### config.mk
export PLATFORM = sky130hd
export DESIGN_NAME = unsigned_to_ascii_radix_core
export DESIGN_NICKNAME = d
export VERILOG_FILES = /design/src/hdl/u2a_pkg.sv /design/src/hdl/unsigned_to_ascii_radix_core.sv
export SDC_FILE = /design/constraint.sdc
export NUM_CORES = 1
export LEC_CHECK = 0
export ABC_AREA = 1
export BUFFER_PORTS_ARGS = -buffer_cell sky130_fd_sc_hd__buf_4
export CAP_MARGIN = 40
export CORE_UTILIZATION = 40
export DETAILED_ROUTE_END_ITERATION = 12
export SLEW_MARGIN = 25
export SYNTH_ARGS = -nofsm -noshare
export SYNTH_HDL_FRONTEND = slang
export SYNTH_SLANG_ARGS = --single-unit
### constraint.sdc
create_clock -name i_clk -period 6.7 [get_ports i_clk]
set_input_delay 1.34 -clock i_clk [delete_from_list [all_inputs] [get_ports i_clk]]
set_output_delay 1.34 -clock i_clk [all_outputs]
set_load 0.005 [all_outputs]
### src/hdl/u2a_pkg.sv
`default_nettype none

package u2a_pkg;

    // Number of digits a 32-bit value can produce in base ten
    localparam int MAX_DIGITS = 10;

    // q / 10 == (q * DEC_RECIP) >> DEC_SHIFT for every 32-bit q
    localparam logic [31:0] DEC_RECIP = 32'hCCCC_CCCD;
    localparam int          DEC_SHIFT = 35;
    localparam int          QUOT_W    = 64 - DEC_SHIFT;

    // ASCII offsets
    localparam logic [7:0] ASCII_ZERO     = 8'd48;
    localparam logic [7:0] ASCII_UPPER_OF = 8'd55;  // 'A' - 10
    localparam logic [7:0] ASCII_LOWER_OF = 8'd87;  // 'a' - 10

    typedef enum logic [1:0] {
        RADIX_DEC    = 2'd0,
        RADIX_HEX_LO = 2'd1,
        RADIX_HEX_UP = 2'd2,
        RADIX_NONE   = 2'd3
    } t_radix;

    typedef enum logic [1:0] {
        ST_IDLE,
        ST_MUL,
        ST_FIN,
        ST_OUT
    } t_state;

    typedef struct packed {
        logic [31:0] value;
        logic [1:0]  radix_mode;
    } t_in;

    typedef struct packed {
        logic [7:0] digit_char;
        logic       is_last;
        logic [3:0] digit_count;
    } t_out;

    // Map a digit value to its ASCII code
    function automatic logic [7:0] digit_to_char(input logic [3:0] d, input logic upper);
        logic [7:0] d8;
        d8 = {4'b0000, d};
        if (d < 4'd10) begin
            return ASCII_ZERO + d8;
        end else if (upper) begin
            return ASCII_UPPER_OF + d8;
        end else begin
            return ASCII_LOWER_OF + d8;
        end
    endfunction

endpackage

`default_nettype wire

### src/hdl/unsigned_to_ascii_radix_core.sv
`default_nettype none

// Channel | Direction | Handshake                | Payload
// --------+-----------+--------------------------+-----------------------------
// in      | input     | i_in_valid / o_in_stall  | i_in  (value, radix_mode)
// out     | output    | o_out_valid / i_out_stall| o_out (digit_char, is_last,
//         |           |                          |        digit_count)
//
// Digits are produced least significant first by one shared divide step:
// decimal goes through ST_MUL (reciprocal multiply), then ST_FIN (fix-up) per digit, hex through ST_FIN alone.
// Digits then leave one per cycle while the output is not stalled.
// An unmatched radix is accepted and yields no transfer.
// Synchronous active-low reset returns the sequencer to idle; no clearing pass.
// Output stall only holds the current digit; input is stalled until the run ends.

module unsigned_to_ascii_radix_core
    import u2a_pkg::*;
(
    input  wire  i_clk,
    input  wire  i_rst_n,
    input  wire  i_in_valid,
    output logic o_in_stall,
    input  t_in  i_in,
    output logic o_out_valid,
    input  wire  i_out_stall,
    output t_out o_out
);

    t_state      r_state, n_state;
    logic [31:0] r_q, n_q;
    logic        r_hex, n_hex;
    logic        r_upper, n_upper;
    logic [QUOT_W-1:0] r_prod;
    logic [3:0]  r_cnt, n_cnt;
    logic [3:0]  r_idx, n_idx;
    logic [3:0]  r_buf [MAX_DIGITS];

    logic        in_xfer;
    logic        out_xfer;
    logic [63:0] prod_full;
    logic [31:0] quot;
    logic [3:0]  quot_x10;
    logic [3:0]  rem;
    logic        buf_we;

    assign in_xfer  = i_in_valid && !o_in_stall;
    assign out_xfer = o_out_valid && !i_out_stall;

    // Shared divide unit: reciprocal multiply for decimal or shift by four for hex, then quotient and remainder
    assign prod_full = 64'(r_q) * 64'(DEC_RECIP);
    assign quot      = r_hex ? {4'b0000, r_q[31:4]} : 32'(r_prod);
    assign quot_x10  = 4'({quot[3:0], 3'b000} + {quot[3:0], 1'b0});
    assign rem       = r_hex ? r_q[3:0] : (r_q[3:0] - quot_x10);

    // Output payload straight from registers that change only on a transfer
    assign o_out.digit_char  = digit_to_char(r_buf[r_idx], r_upper);
    assign o_out.is_last     = (r_idx == 4'd0);
    assign o_out.digit_count = r_cnt;

    // Sequencer: next state and outputs
    always_comb begin
        n_state     = r_state;
        n_q         = r_q;
        n_hex       = r_hex;
        n_upper     = r_upper;
        n_cnt       = r_cnt;
        n_idx       = r_idx;
        buf_we      = 1'b0;
        o_in_stall  = 1'b1;
        o_out_valid = 1'b0;
        unique case (r_state)
            ST_IDLE: begin
                o_in_stall = 1'b0;
                if (in_xfer) begin
                    n_q     = i_in.value;
                    n_hex   = (i_in.radix_mode != RADIX_DEC);
                    n_upper = (i_in.radix_mode == RADIX_HEX_UP);
                    n_cnt   = 4'd0;
                    unique case (t_radix'(i_in.radix_mode)) inside
                        RADIX_DEC:                  n_state = ST_MUL;
                        RADIX_HEX_LO, RADIX_HEX_UP: n_state = ST_FIN;
                        default:                    n_state = ST_IDLE;
                    endcase
                end
            end
            ST_MUL: begin
                n_state = ST_FIN;
            end
            ST_FIN: begin
                buf_we = 1'b1;
                n_q    = quot;
                n_cnt  = r_cnt + 4'd1;
                if (quot == 32'd0) begin
                    n_idx   = r_cnt;
                    n_state = ST_OUT;
                end else if (r_hex) begin
                    n_state = ST_FIN;
                end else begin
                    n_state = ST_MUL;
                end
            end
            ST_OUT: begin
                o_out_valid = 1'b1;
                if (out_xfer) begin
                    if (r_idx == 4'd0) begin
                        n_state = ST_IDLE;
                    end else begin
                        n_idx = r_idx - 4'd1;
                    end
                end
            end
            default: n_state = ST_IDLE;
        endcase
    end

    // Control state
    always_ff @(posedge i_clk) begin
        if (!i_rst_n) begin
            r_state <= ST_IDLE;
        end else begin
            r_state <= n_state;
        end
    end

    // Datapath registers
    always_ff @(posedge i_clk) begin
        r_q     <= n_q;
        r_hex   <= n_hex;
        r_upper <= n_upper;
        r_cnt   <= n_cnt;
        r_idx   <= n_idx;
        r_prod  <= prod_full[63:DEC_SHIFT];
    end

    // Digit buffer, written least significant first
    always_ff @(posedge i_clk) begin
        if (buf_we) begin
            r_buf[r_cnt] <= rem;
        end
    end

    // Checks
    a_count_range: assert property (@(posedge i_clk) disable iff (!i_rst_n)
        o_out_valid |-> (o_out.digit_count != 4'd0) && (o_out.digit_count <= 4'd10))
        else $error("digit count out of range");

    a_idx_below_cnt: assert property (@(posedge i_clk) disable iff (!i_rst_n)
        o_out_valid |-> (r_idx < r_cnt))
        else $error("digit index beyond count");

    a_last_ends_run: assert property (@(posedge i_clk) disable iff (!i_rst_n)
        (out_xfer && o_out.is_last) |=> (!o_out_valid && !o_in_stall))
        else $error("run did not end after last digit");

    a_none_no_output: assert property (@(posedge i_clk) disable iff (!i_rst_n)
        (in_xfer && (i_in.radix_mode == RADIX_NONE)) |=> (!o_out_valid && !o_in_stall))
        else $error("unmatched radix produced output");

    a_no_accept_busy: assert property (@(posedge i_clk) disable iff (!i_rst_n)
        o_out_valid |-> o_in_stall)
        else $error("input taken during output run");

endmodule

`default_nettype wire
# Word-level counts from Yosys, hierarchy flattened
# Memories as Yosys holds them, arrays and structs flattened. A register that Yosys moved wholly into a read port is not among the register bits.
# Cells that the tools add are included.
# classes
addsub,7
n_eq_ne,10
order_cmp,1
reduce_logical,15
muxes,25
mul,1
# op_table
op,count
"multiplier 32 x 32 -> 64 bit, second input constant",1
case mux 32 bit (2 select lines),1
logical NOT 32 bit,1
two-way mux 32 bit,1
two-way mux 29 bit,1
two-way mux 4 bit,6
two-way mux 8 bit,2
case mux 4 bit (2 select lines),2
"adder 6 x 4 -> 7 bit, first input constant",2
two-way mux 2 bit,5
"!= test 2 bit, second input constant",5
"adder 7 x 4 -> 8 bit, first input constant",1
case mux 2 bit (4 select lines),1
"equality test 2 bit, second input constant",3
nonzero test 2 bit,3
two-way mux 1 bit,5
"adder 4 x 1 -> 4 bit, second input constant",1
adder 4 bit,1
"equality test 2 x 1 -> 1 bit, second input constant",2
logical NOT 2 bit,2
logical NOT 4 bit,1
"less-than comparator 4 bit, second input constant",1
case mux 2 bit (2 select lines),1
AND reduction 2 bit,2
7 further kinds,8
# word_totals
input_bits,38
elab_cells,67
memories,1
register_bits,73
ramBits,40
# memory_table
name,words,width,read_ports,rd_ports_with_merged_regs,write_ports,line,rtl
r_buf,10,4,1,1,1,unsigned_to_ascii_radix_core.sv:36,logic [3:0] r_buf [MAX_DIGITS];

# Logic depth before layout (Yosys ltp)
# depth
ltp_word,6
depth_mapped,29

# Worst setup path before layout
# No wires, ideal clock.
# synth_timing
path_type,reg-to-reg
from,reg r_q[8]
to,reg r_prod[27]
path_slack_ps,780
setup_ps,112
synth_period_minus_slack_ps,5920
stages_incl_launch_ff,25
arrival_ps,5808
path_cell_list,edfxtp_1 ha_1 clkbuf_1 xnor2_1 inv_1 ha_1 or2_2 fa_1 fa_1 fa_1 fa_1 inv_1 fa_1 inv_1 ha_1 ha_1 nand2_1 nor2_1 inv_1 nor3_1 nand2_1 nor2_1 nand2_1 nand3_1 nand2_1
# synth_via
elab_chain_cells,1
# synth_lines
element,line,rtl
from (decl),unsigned_to_ascii_radix_core.sv:30,"logic [31:0] r_q, n_q;"
from (signal assigned),unsigned_to_ascii_radix_core.sv:127,r_q <= n_q;
multiplier 32 x 32 -> 64 bit,unsigned_to_ascii_radix_core.sv:50,assign prod_full = 64'(r_q) * 64'(DEC_RECIP);
via prod_full[62],unsigned_to_ascii_radix_core.sv:40,logic [63:0] prod_full;
to (signal assigned),unsigned_to_ascii_radix_core.sv:132,r_prod <= prod_full[63:DEC_SHIFT];
to (decl),unsigned_to_ascii_radix_core.sv:33,logic [QUOT_W-1:0] r_prod;
# The timed path passes the listed nets, and every way through them passes these cells.
# A chain may end at the register's enable or synchronous reset.

# Final worst setup path
# layout_timing
from,reg r_q[21]
to,reg r_prod[16]
# Same word-level chain as after synthesis.

==> results.ini <==
[floorplan]
die_w_um = 246.0
core_mm2 = 0.05891
io_pins = 53
die-area_mm2 = 0.06050
row_count = 89
fp.dieH_um = 246.0
initial_core_util_pct = 40.41

[logic_synthesis]
synth_top_cell_by_area = fa_1
syn_inst = 2847
synth-seq-cells = 117
ys_types = 40
avgSynthCellArea_um2 = 8.362
syn-cell-area_mm2 = 0.02381
yosys.area.top_type_share_pct = 32.46
yosys-top-cells-area = fa_1, ha_1, inv_1
yosysSeqAreaShare_pct = 13.29
synth-warning-count = 0
syn-num-nets = 3631

[detailed_routing]
drtPass1Iterations = 5
wl_per_cell_um = 20.74
drt-met1-wl_um = 33630
totalWireLength_um = 78850
wl_met2_um = 34820
routed_via_density = 4.971
first_iter_violations = 1455
vias = 18896
route.detailed.drc = 0
highest_layer = met5
antenna_left = 0
wl_met3_um = 7496

[cells_and_area]
layout_commonest_cell = inv_1
final_cell_mix = inv_1, nand2_1, fa_1, ha_1, buf_4
nNetsFinal = 3796
drive_gt1_share_pct = 8.132
syn_to_final_growth_pct = 12.01

[place]
portBuffers = 51
place_congestion = 1.021
dp_hpwl_um = 69860

[sta]
relSlewSlack_pct = 51.94
post-route-period-util_pct = 97.40
setup_viol = 0
rsz0062_at_grt = true
finalHoldViolations = 0
layout_min_cycle_time_ns = 6.526
fin_skew_ns = 0.02603
worst_pin_slew_ns = 0.7209
tns_ns = 0
slew_viol_final = 0
fmax_mhz = 153.2
holdWs_ns = 0.5421

[worst_hold_path]
hold_depth = 2
hp-class = register to register
hold_start = r_idx[3]

[clocking]
cts_tree = done
clock-sinks = 117
clockRootBuffer = clkbuf_16
clock_latency_ns = 0.49
htreeDepth = 4
cts_made_buffers = 17
ctsLongestPathBuffers = 2
path_clk_slew_ns = 0.08

[critical_path]
worst-path-max-fanout = 4
worst_r2r_path_depth = 24
r2r_start = r_q[21]
crit_arrival_ns = 6.90
cp_data_required_time_ns = 7.07
r2r_setup_slack_ns = 0.17
r2r-end = r_prod[16]
cp-end-kind = register
start_kind = register
criticalPathCategory = register to register

[global_route]
grt_pass1_vias = 19053
grt_pass1_wl_um = 118100
grt_overflow = 0
grt_max_degree = 53
antenna_found_initial = 4
track_usage_pct = 27.15

[status]
status = finished, final reports clean

[job]
maxCapViolations = 0

per-stage QoR:
stage	utilization, %	instances	setup WS (ns)	cell area [um^2]
after global routing	45.26	3798	-0.01799	26660
after CTS	44.79	3778	0.02251	26380
after floorplan	-	2847	0.7799	23810
final	45.27	3801	0.1742	26670
after detailed placement	43.77	3745	-0.08235	25780
after global placement	43.77	3745	-0.1273	25780
kinds of logic (layout without fill, tap and decap cells):
kind of cell | Yosys count | count (layout) | synth area share, %
AOI/OAI and AO/OA | 246 | 246 | 5.660
xor gates and xnor gates | 54 | 54 | 1.987
adders and majority gates | 746 | 746 | 51.38
buffers and inverters | 848 | 1026 | 13.53
DFF | 117 | 117 | 13.29
other | 1 | 4 | 0.01575
and+or+nand+nor | 835 | 835 | 14.14
timing repair:
action | CTS | global route
gates resized for setup | 1 | 28
setup endpoints to repair | 1 | 26
buffers inserted | 1 | 20
hold buffers | 0 | 0
pin swaps | 0 | 1
cell usage after synthesis, drive strengths merged:
cell type,count
a21boi,2
a21o,5
a21oi,93
a31oi,5
and3,1
buf,13
clkbuf,12
conb,1
dfxtp,35
edfxtp,82
fa,386
ha,360
inv,823
nand2,560
nand3,66
nand4,19
nor2,149
nor3,22
nor4,5
o211ai,12
o21ai,107
o21bai,18
o22ai,3
o31ai,1
or2,13
xnor2,13
xor2,41
worst max-delay path, cell delays in order (launching register included):
cell	delay [ns]
edfxtp_1	0.50
buf_4	0.20
ha_1	0.43
inv_1	0.11
fa_1	0.49
inv_1	0.06
fa_1	0.51
inv_1	0.06
fa_1	0.50
inv_1	0.06
fa_1	0.60
fa_1	0.47
fa_1	0.49
ha_1	0.29
ha_1	0.40
nand2_1	0.12
buf_4	0.16
nor2_1	0.18
nand2_1	0.13
inv_1	0.09
nand2_1	0.12
nor3_1	0.16
nand2_1	0.14
nand4_1	0.10
nand2_1	0.05
routing by layer:
layer	track usage, %	vias up
met2	41.45	712
li1	-	8934
met1	36.03	9106
met4	9.810	4
met3	8.338	140
met5	0	-
worst max-delay path by stage:
stage,slack [ns],to,cells past startpoint,start
after global routing,-0.02,r_prod[0],27,r_q[18]
after CTS,0.02,r_prod[0],27,r_q[17]
after global placement,-0.13,r_prod[0],25,r_q[16]
final,0.17,r_prod[16],24,r_q[21]
after detailed placement,-0.08,r_prod[0],25,r_q[16]
after floorplan,0.78,r_prod[27],24,r_q[8]
final cells by class:
class / count / area [um^2]
inverter: 823 / 3089
clock inverter: 15 / 168.9
sequential: 117 / 3163
fill: 5813 / 32240
multi-input combinational: 1882 / 17560
tap: 773 / 967.2
antenna: 3 / 7.507
timing repair buffer: 171 / 1284
clock buffer: 17 / 425.4
registers in the layout, summed over array words and instances, names as in the netlist, named ones only:
signal / cells
r_q: 32
r_upper: 1
r_hex: 1
r_state: 2
r_cnt: 4
r_buf: 40
r_idx: 4
r_prod: 29
Power is not shown: default switching activity piles up to over one toggle a cycle in this logic, so the estimate is an artifact.
